$ cat src/sv/vbd_pkg.sv
// Package for the velocity beat detector: field widths, reset values,
// detector state encoding. No dependencies.
`default_nettype none

package vbd_pkg;

    localparam int unsigned POS_W    = 8;
    localparam int unsigned TIME_W   = 32;
    localparam int unsigned VEL_W    = 9;
    localparam int unsigned BEAT_W   = 16;
    localparam int unsigned KEY_W    = 9;
    localparam int unsigned THR_W    = 6;
    localparam int unsigned HOLD_W   = 10;
    localparam int unsigned CFG_W    = 10;
    localparam int unsigned CFG_IDX_W = 1;

    localparam logic [THR_W-1:0]  THR_RESET  = 6'd4;
    localparam logic [HOLD_W-1:0] HOLD_RESET = 10'd75;
    localparam logic [KEY_W-1:0]  NOTE_OFFSET = 9'd30;

    // configuration register indexes
    localparam logic [CFG_IDX_W-1:0] CFG_THRESHOLD = 1'b0;
    localparam logic [CFG_IDX_W-1:0] CFG_HOLDOFF   = 1'b1;

    // warmup progress
    typedef enum logic [1:0] {
        WARM_EMPTY = 2'd0,
        WARM_ONE   = 2'd1,
        WARM_DONE  = 2'd2
    } t_warm;

    // detector state; BEAT is only reported, never held
    typedef enum logic [1:0] {
        MODE_IDLE    = 2'd0,
        MODE_ARMED   = 2'd1,
        MODE_BEAT    = 2'd2,
        MODE_HOLDOFF = 2'd3
    } t_mode;

endpackage

`default_nettype wire

$ cat src/sv/vbd_in_if.sv
// Input channel of the beat detector: valid/ready plus one sample.
// Depends on vbd_pkg.
`default_nettype none

interface vbd_in_if;
    logic                        valid;
    logic                        ready;
    logic [vbd_pkg::POS_W-1:0]   position;
    logic [vbd_pkg::TIME_W-1:0]  time_ms;

    modport source (output valid, output position, output time_ms, input ready);
    modport sink   (input valid, input position, input time_ms, output ready);
endinterface

`default_nettype wire

$ cat src/sv/vbd_out_if.sv
// Result channel of the beat detector: valid/ready plus one result.
// Depends on vbd_pkg.
`default_nettype none

interface vbd_out_if;
    logic                             valid;
    logic                             ready;
    logic signed [vbd_pkg::VEL_W-1:0] velocity;
    logic [1:0]                       detector_state;
    logic                             beat_seen;
    logic [vbd_pkg::BEAT_W-1:0]       beat_number;
    logic signed [vbd_pkg::KEY_W-1:0] note_key;

    modport source (output valid, output velocity, output detector_state,
                    output beat_seen, output beat_number, output note_key,
                    input ready);
    modport sink   (input valid, input velocity, input detector_state,
                    input beat_seen, input beat_number, input note_key,
                    output ready);
endinterface

`default_nettype wire

$ cat src/sv/velocity_beat_detector_top.sv
// A sample passes through the input register, then the result register.
// One sample per cycle when the result channel does not stall; the detector
// state, warmup count and history update as a sample leaves the input register.
// The first two samples after reset produce no result.
// Reset (i_rst_n low, synchronous): pipeline empty, state idle, beat count 1,
// threshold 4, holdoff 75 ms.
`default_nettype none

module velocity_beat_detector_top (
    input  wire logic                              i_clk,
    input  wire logic                              i_rst_n,
    vbd_in_if.sink                                 i_in,
    vbd_out_if.source                              o_out,
    input  wire logic                              i_cfg_we,
    input  wire logic [vbd_pkg::CFG_IDX_W-1:0]     i_cfg_idx,
    input  wire logic [vbd_pkg::CFG_W-1:0]         i_cfg_data
);

    // configuration
    logic [vbd_pkg::THR_W-1:0]  r_threshold;
    logic [vbd_pkg::HOLD_W-1:0] r_holdoff;

    // input register
    logic                        r_s1_valid;
    logic [vbd_pkg::POS_W-1:0]   r_s1_pos;
    logic [vbd_pkg::TIME_W-1:0]  r_s1_time;

    // detector state
    logic [vbd_pkg::POS_W-1:0]         r_prev_pos;
    logic signed [vbd_pkg::VEL_W-1:0]  r_prev_vel;
    vbd_pkg::t_warm                    r_warm;
    vbd_pkg::t_mode                    r_mode;
    logic [vbd_pkg::TIME_W-1:0]        r_arm_time;
    logic [vbd_pkg::BEAT_W-1:0]        r_beat_cnt;

    // result register
    logic                              r_out_valid;
    logic signed [vbd_pkg::VEL_W-1:0]  r_out_vel;
    vbd_pkg::t_mode                    r_out_state;
    logic                              r_out_beat;
    logic [vbd_pkg::BEAT_W-1:0]        r_out_num;
    logic signed [vbd_pkg::KEY_W-1:0]  r_out_key;

    logic                              out_free;
    logic                              advance;
    logic                              emit;
    logic signed [vbd_pkg::VEL_W-1:0]  vel;
    logic [vbd_pkg::TIME_W-1:0]        elapsed;
    vbd_pkg::t_mode                    n_mode;
    vbd_pkg::t_mode                    report;
    logic                              beat;
    logic                              arm;

    assign out_free   = !r_out_valid || o_out.ready;
    assign advance    = r_s1_valid && out_free;
    assign i_in.ready = !r_s1_valid || out_free;
    assign emit       = advance && (r_warm == vbd_pkg::WARM_DONE);

    assign vel     = $signed({1'b0, r_s1_pos}) - $signed({1'b0, r_prev_pos});
    assign elapsed = r_s1_time - r_arm_time;

    always_comb begin
        n_mode = r_mode;
        report = vbd_pkg::MODE_IDLE;
        beat   = 1'b0;
        arm    = 1'b0;
        unique case (r_mode)
            vbd_pkg::MODE_HOLDOFF: begin
                if (elapsed > {{(vbd_pkg::TIME_W-vbd_pkg::HOLD_W){1'b0}}, r_holdoff}) begin
                    n_mode = vbd_pkg::MODE_IDLE;
                    report = vbd_pkg::MODE_IDLE;
                end else begin
                    report = vbd_pkg::MODE_HOLDOFF;
                end
            end
            vbd_pkg::MODE_ARMED: begin
                if (vel < r_prev_vel) begin
                    beat   = 1'b1;
                    n_mode = vbd_pkg::MODE_HOLDOFF;
                    report = vbd_pkg::MODE_BEAT;
                end else begin
                    report = vbd_pkg::MODE_ARMED;
                end
            end
            vbd_pkg::MODE_IDLE, vbd_pkg::MODE_BEAT: begin
                // the beat code is never held; treat it as idle
                if (vel > $signed({{(vbd_pkg::VEL_W-vbd_pkg::THR_W){1'b0}}, r_threshold})) begin
                    arm    = 1'b1;
                    n_mode = vbd_pkg::MODE_ARMED;
                    report = vbd_pkg::MODE_ARMED;
                end else begin
                    n_mode = vbd_pkg::MODE_IDLE;
                    report = vbd_pkg::MODE_IDLE;
                end
            end
        endcase
    end

    // configuration writes
    always_ff @(posedge i_clk) begin
        if (!i_rst_n) begin
            r_threshold <= vbd_pkg::THR_RESET;
            r_holdoff   <= vbd_pkg::HOLD_RESET;
        end else if (i_cfg_we) begin
            unique case (i_cfg_idx)
                vbd_pkg::CFG_THRESHOLD: r_threshold <= i_cfg_data[vbd_pkg::THR_W-1:0];
                vbd_pkg::CFG_HOLDOFF:   r_holdoff   <= i_cfg_data[vbd_pkg::HOLD_W-1:0];
                default: ;
            endcase
        end
    end

    // input register
    always_ff @(posedge i_clk) begin
        if (!i_rst_n) begin
            r_s1_valid <= 1'b0;
        end else if (i_in.ready) begin
            r_s1_valid <= i_in.valid;
        end
    end

    always_ff @(posedge i_clk) begin
        if (i_in.ready && i_in.valid) begin
            r_s1_pos  <= i_in.position;
            r_s1_time <= i_in.time_ms;
        end
    end

    // detector state update
    always_ff @(posedge i_clk) begin
        if (!i_rst_n) begin
            r_prev_pos <= '0;
            r_prev_vel <= '0;
            r_warm     <= vbd_pkg::WARM_EMPTY;
            r_mode     <= vbd_pkg::MODE_IDLE;
            r_arm_time <= '0;
            r_beat_cnt <= {{(vbd_pkg::BEAT_W-1){1'b0}}, 1'b1};
        end else if (advance) begin
            r_prev_pos <= r_s1_pos;
            unique case (r_warm)
                vbd_pkg::WARM_EMPTY: r_warm <= vbd_pkg::WARM_ONE;
                vbd_pkg::WARM_ONE: begin
                    r_warm     <= vbd_pkg::WARM_DONE;
                    r_prev_vel <= vel;
                end
                default: begin
                    r_prev_vel <= vel;
                    r_mode     <= n_mode;
                    if (arm) begin
                        r_arm_time <= r_s1_time;
                    end
                    if (beat) begin
                        r_beat_cnt <= r_beat_cnt + 1'b1;
                    end
                end
            endcase
        end
    end

    // result register
    always_ff @(posedge i_clk) begin
        if (!i_rst_n) begin
            r_out_valid <= 1'b0;
        end else if (out_free) begin
            r_out_valid <= emit;
        end
    end

    always_ff @(posedge i_clk) begin
        if (emit) begin
            r_out_vel   <= vel;
            r_out_state <= report;
            r_out_beat  <= beat;
            r_out_num   <= beat ? r_beat_cnt : '0;
            r_out_key   <= beat ? ($signed({1'b0, r_s1_pos}) - $signed(vbd_pkg::NOTE_OFFSET))
                                : '0;
        end
    end

    assign o_out.valid          = r_out_valid;
    assign o_out.velocity       = r_out_vel;
    assign o_out.detector_state = r_out_state;
    assign o_out.beat_seen      = r_out_beat;
    assign o_out.beat_number    = r_out_num;
    assign o_out.note_key       = r_out_key;

endmodule

`default_nettype wire

$ cat src/flat_wrapper.sv
// flat-port wrapper written by rule: the top's interface ports become plain ports
module velocity_beat_detector_top_flat 
  (i_clk, i_rst_n, i_cfg_we, i_cfg_idx, i_cfg_data, i_in_valid, i_in_position, i_in_time_ms, i_in_ready, o_out_valid, o_out_velocity, o_out_detector_state, o_out_beat_seen, o_out_beat_number, o_out_note_key, o_out_ready);
  vbd_in_if i_in_i ();
  vbd_out_if o_out_i ();
  input  wire logic i_clk;
  input  wire logic i_rst_n;
  input  wire logic i_cfg_we;
  input  wire logic [vbd_pkg::CFG_IDX_W-1:0] i_cfg_idx;
  input  wire logic [vbd_pkg::CFG_W-1:0] i_cfg_data;
  input wire logic [$bits(i_in_i.valid)-1:0] i_in_valid;
  input wire logic [$bits(i_in_i.position)-1:0] i_in_position;
  input wire logic [$bits(i_in_i.time_ms)-1:0] i_in_time_ms;
  output wire logic [$bits(i_in_i.ready)-1:0] i_in_ready;
  output wire logic [$bits(o_out_i.valid)-1:0] o_out_valid;
  output wire logic [$bits(o_out_i.velocity)-1:0] o_out_velocity;
  output wire logic [$bits(o_out_i.detector_state)-1:0] o_out_detector_state;
  output wire logic [$bits(o_out_i.beat_seen)-1:0] o_out_beat_seen;
  output wire logic [$bits(o_out_i.beat_number)-1:0] o_out_beat_number;
  output wire logic [$bits(o_out_i.note_key)-1:0] o_out_note_key;
  input wire logic [$bits(o_out_i.ready)-1:0] o_out_ready;
  assign i_in_i.valid = i_in_valid;
  assign i_in_i.position = i_in_position;
  assign i_in_i.time_ms = i_in_time_ms;
  assign i_in_ready = i_in_i.ready;
  assign o_out_valid = o_out_i.valid;
  assign o_out_velocity = o_out_i.velocity;
  assign o_out_detector_state = o_out_i.detector_state;
  assign o_out_beat_seen = o_out_i.beat_seen;
  assign o_out_beat_number = o_out_i.beat_number;
  assign o_out_note_key = o_out_i.note_key;
  assign o_out_i.ready = o_out_ready;
  velocity_beat_detector_top u_core (.i_clk(i_clk), .i_rst_n(i_rst_n), .i_in(i_in_i), .o_out(o_out_i), .i_cfg_we(i_cfg_we), .i_cfg_idx(i_cfg_idx), .i_cfg_data(i_cfg_data));
endmodule
$ cat config.mk
export PLATFORM = sky130hd
export DESIGN_NAME = velocity_beat_detector_top_flat
export DESIGN_NICKNAME = d
export VERILOG_FILES = /design/src/sv/vbd_pkg.sv /design/src/sv/vbd_in_if.sv /design/src/sv/vbd_out_if.sv /design/src/sv/velocity_beat_detector_top.sv /design/src/flat_wrapper.sv
export SDC_FILE = /design/constraint.sdc
export NUM_CORES = 1
export LEC_CHECK = 0
export ABC_AREA = 1
export BUFFER_PORTS_ARGS = -buffer_cell sky130_fd_sc_hd__buf_4
export CORE_MARGIN = 8
export CORE_UTILIZATION = 60
export DETAILED_ROUTE_END_ITERATION = 7
export PLACE_DENSITY = 0.92
export SLEW_MARGIN = 15
export SYNTH_ARGS = -nofsm -noshare
export SYNTH_HDL_FRONTEND = slang
export SYNTH_SLANG_ARGS = --single-unit
$ cat constraint.sdc
create_clock -name i_clk -period 4.7 [get_ports i_clk]
set_input_delay 0.235 -clock i_clk [delete_from_list [all_inputs] [get_ports i_clk]]
set_output_delay 0.235 -clock i_clk [all_outputs]
set_load 0.01 [all_outputs]
==> flow_metrics.tcl <==
set metrics [dict create \
    worst-path-buf-inv 5 \
    placed_area_um2 10200 \
    power_mw 3.73 \
    fmax_ghz 0.223 \
    antenna_found_initial 0 \
    drive_gt1_frac 0.101 \
    syn-num-nets 1373 \
    start_util 0.613 \
    setup_viol 0 \
    crit_path_max_fanout 12 \
    grt_max_degree 71 \
    fin_setup_tns_ns 0 \
    startpoint_type "register" \
    routed_wirelength_um 22600 \
    vias 8470 \
    port_buffers 94 \
    cp_top_family "compound AO/OA/AOI/OAI gates" \
    period_share 0.956 \
    status "completed" \
    ant_nets 0 \
    rows 45 \
    grt_overflow 0 \
    clkTransAtPathRegs_ns 0.07 \
    avgSynthCellArea_um2 7.45 \
    hpwlAfterDp_um 15500 \
    period_needed_ns 4.49 \
    grt_pass1_vias 8282 \
    skew_ns 0.0140 \
    first_pass_iters 6 \
    areaGrowthSynthToFinish_pct 19.9 \
    worst_pin_slew_ns 1.08 \
    finalMaxSlewViolations 0 \
    cts_tree "built" \
    power.density_nw_per_um2 334 \
    relSlewSlack 0.280 \
    end_kind "register" \
    dp_cells 1512 \
    crit_path_top_delay_cell "fa_1" \
    ys_types 42 \
    rsz0062_at_grt "yes" \
    die_w_um 141 \
    gp_congestion 0.898 \
    critical-path-max-stage-delay_ns 0.43 \
    netlist_area_um2 9320 \
    grt_pass1_wl_um 37200 \
    ir_worst_vdd_mv 0.250 \
    cts.sinks 164 \
    post_drt_wl_per_cell_um 14.2 \
    finish.utilization 0.735 \
    die_h_um 141 \
    critical_path_required_ns 5.01 \
    n_antenna_cell 0 \
    ys_seq_elements 164 \
    drv_cap 0 \
    route.detailed.drc 0 \
    coreArea_um2 15200 \
    pin_count 95 \
    die-area_um2 19800 \
    final_area_um2 11200 \
    drt_iter0_markers 734 \
    nets 1506 \
    vias_per_cell 5.35 \
    final_hold_viol_count 0 \
    syn_inst 1250 \
    clock_latency_ns 0.45 \
    root_buffer "clkbuf_16" \
    htreeDepth 4 \
    min_path_type "input port to register" \
    stdcell_count 1584 \
    ys_seq_area_frac 0.435 \
    path_cells "inv_1, ha_1, inv_1, fa_1, nand3_1, nand3_1, a21oi_1, o21bai_2, nand2_1, nand2_1, a21oi_1, ha_1, a21oi_1, o21ai_1, a211oi_1, nand2_1, o21ai_1, inv_1, nor2_2, inv_1, nor2_4, inv_2, a21oi_1, o21ai_0" \
    p_leak_nw 5.33 \
    crit_arrival_ns 4.80 \
    numCtsBuffers 17 \
    critical_path_class "register to register" \
    yosysWarnings 0 \
    cts_buffer_depth 2 \
    grt_util_all_layers 0.230 \
]
power breakdown:
| group | switching (mW) | internal [mW] | total (mW) |
|---|---|---|---|
| clock | 0.647 | 0.808 | 1.46 |
| combinational | 0.420 | 0.273 | 0.692 |
| sequential | 0.0308 | 1.55 | 1.58 |
final cells by class:
type,instances,area (um2)
Clock inverter,15,184
Fill cell,1119,4030
Clock buffer,17,425
Timing Repair Buffer,136,1120
Inverter,216,811
Tap cell,188,235
Multi-Input combinational cell,848,4340
Sequential cell,164,4050
per-layer routing:
metal  vias up  part of all wire  GRT usage
met5         -                 0          0
met3        75             0.064     0.0490
li1       4228                 -          -
met1      3833              0.41      0.254
met2       334              0.49      0.409
met4         0             0.036      0.120
kinds of logic after synthesis:
group	Yosys count	share of synthesized area
AND/OR/NAND/NOR	610	0.265
buffers and inverters	238	0.101
flip-flops	164	0.435
AO/OA/AOI/OAI	148	0.0862
adder cells (fa/ha/maj)	67	0.0916
XOR/XNOR	23	0.0216
path summary, 6_finish.rpt:
kind                                             end                 start  cells after the start  slack, ns
worst min register to register  u_core.r_prev_pos[7]  u_core.r_prev_pos[7]                      2       0.47
worst min-delay path             u_core.r_holdoff[3]         i_cfg_data[3]                      3       0.02
worst max-delay path            u_core.r_beat_cnt[0]    u_core.r_s1_pos[0]                     24       0.21
worst max register to register  u_core.r_beat_cnt[0]    u_core.r_s1_pos[0]                     24       0.21
stage by stage:
stage | setup WS [ns] | hold slack (ns)
6_report | 0.208 | 0.0244
2_1_floorplan | 1.24 | 0.334
5_1_grt | -0.00662 | 0.0264
3_5_place_dp | 0.402 | 0.414
4_1_cts | 0.105 | 0.0131
3_3_place_gp | 0.657 | 0.413
worst register-to-register path: cells and delay by family (launching register included):
family	cells	cell delay, ns
AOI/OAI and AO/OA	9	1.53
buffers and inverters	5	0.65
and+or+nand+nor	7	0.89
adders and majority gates	3	0.92
DFF	1	0.37
synthesized netlist by cell type (all sizes together):
library cell	instances	share of area
a21oi	83	0.045
fa	2	0.0043
clkinv	1	0.00040
clkbuf	8	0.0032
dfxtp	87	0.19
and2	4	0.0027
o21bai	3	0.0028
xor2	18	0.017
a31oi	1	0.00067
a211oi	3	0.0024
nor4	3	0.0020
edfxtp	77	0.25
o211a	1	0.0011
a21o	1	0.00081
nand3b	8	0.0069
nand3	44	0.026
nor3	10	0.0054
xnor2	5	0.0047
o21a	4	0.0032
buf	14	0.010
ha	65	0.087
o221ai	1	0.00094
inv	215	0.087
or2	1	0.00067
nand2	352	0.14
nand4	12	0.0081
o211ai	4	0.0032
o21ai	46	0.025
nor2	176	0.072
a31o	1	0.00094
state kept, by name, summed over array words and instances (netlist names), 6 cells and up:
signal / cells
u_core.r_beat_cnt: 16
u_core.r_prev_pos: 8
u_core.o_out.note_key: 9
u_core.r_arm_time: 32
u_core.o_out.beat_number: 16
u_core.r_threshold: 6
u_core.r_s1_time: 32
u_core.r_s1_pos: 8
u_core.o_out.velocity: 9
u_core.r_holdoff: 10
u_core.r_prev_vel: 9
cell usage in the layout, fill, tap and decap left out, types with 7 or more instances in the layout:
cell type      netlist  layout
o21ai_0             42      42
a21oi_1             82      82
edfxtp_1            77      77
dlygate4sd3_1        0      40
nor3_1              10      10
nand3_1             42      42
buf_4                4      96
dfxtp_1             87      87
nand2_1            352     352
clkbuf_16            0      17
inv_1              214     214
nand3b_1             7       7
nor2_1             173     172
ha_1                65      65
inv_6                0       7
nand4_1             12      12
xor2_1              18      18
what timing repair did:
action                                  CTS  global route
resized for setup                         0             1
hold buffers                             40             0
endpoints found under the setup margin    0             7
buffers inserted                          0             0
hold endpoints to repair                 40             0
Note: power is estimated with default switching activity, not from simulation.
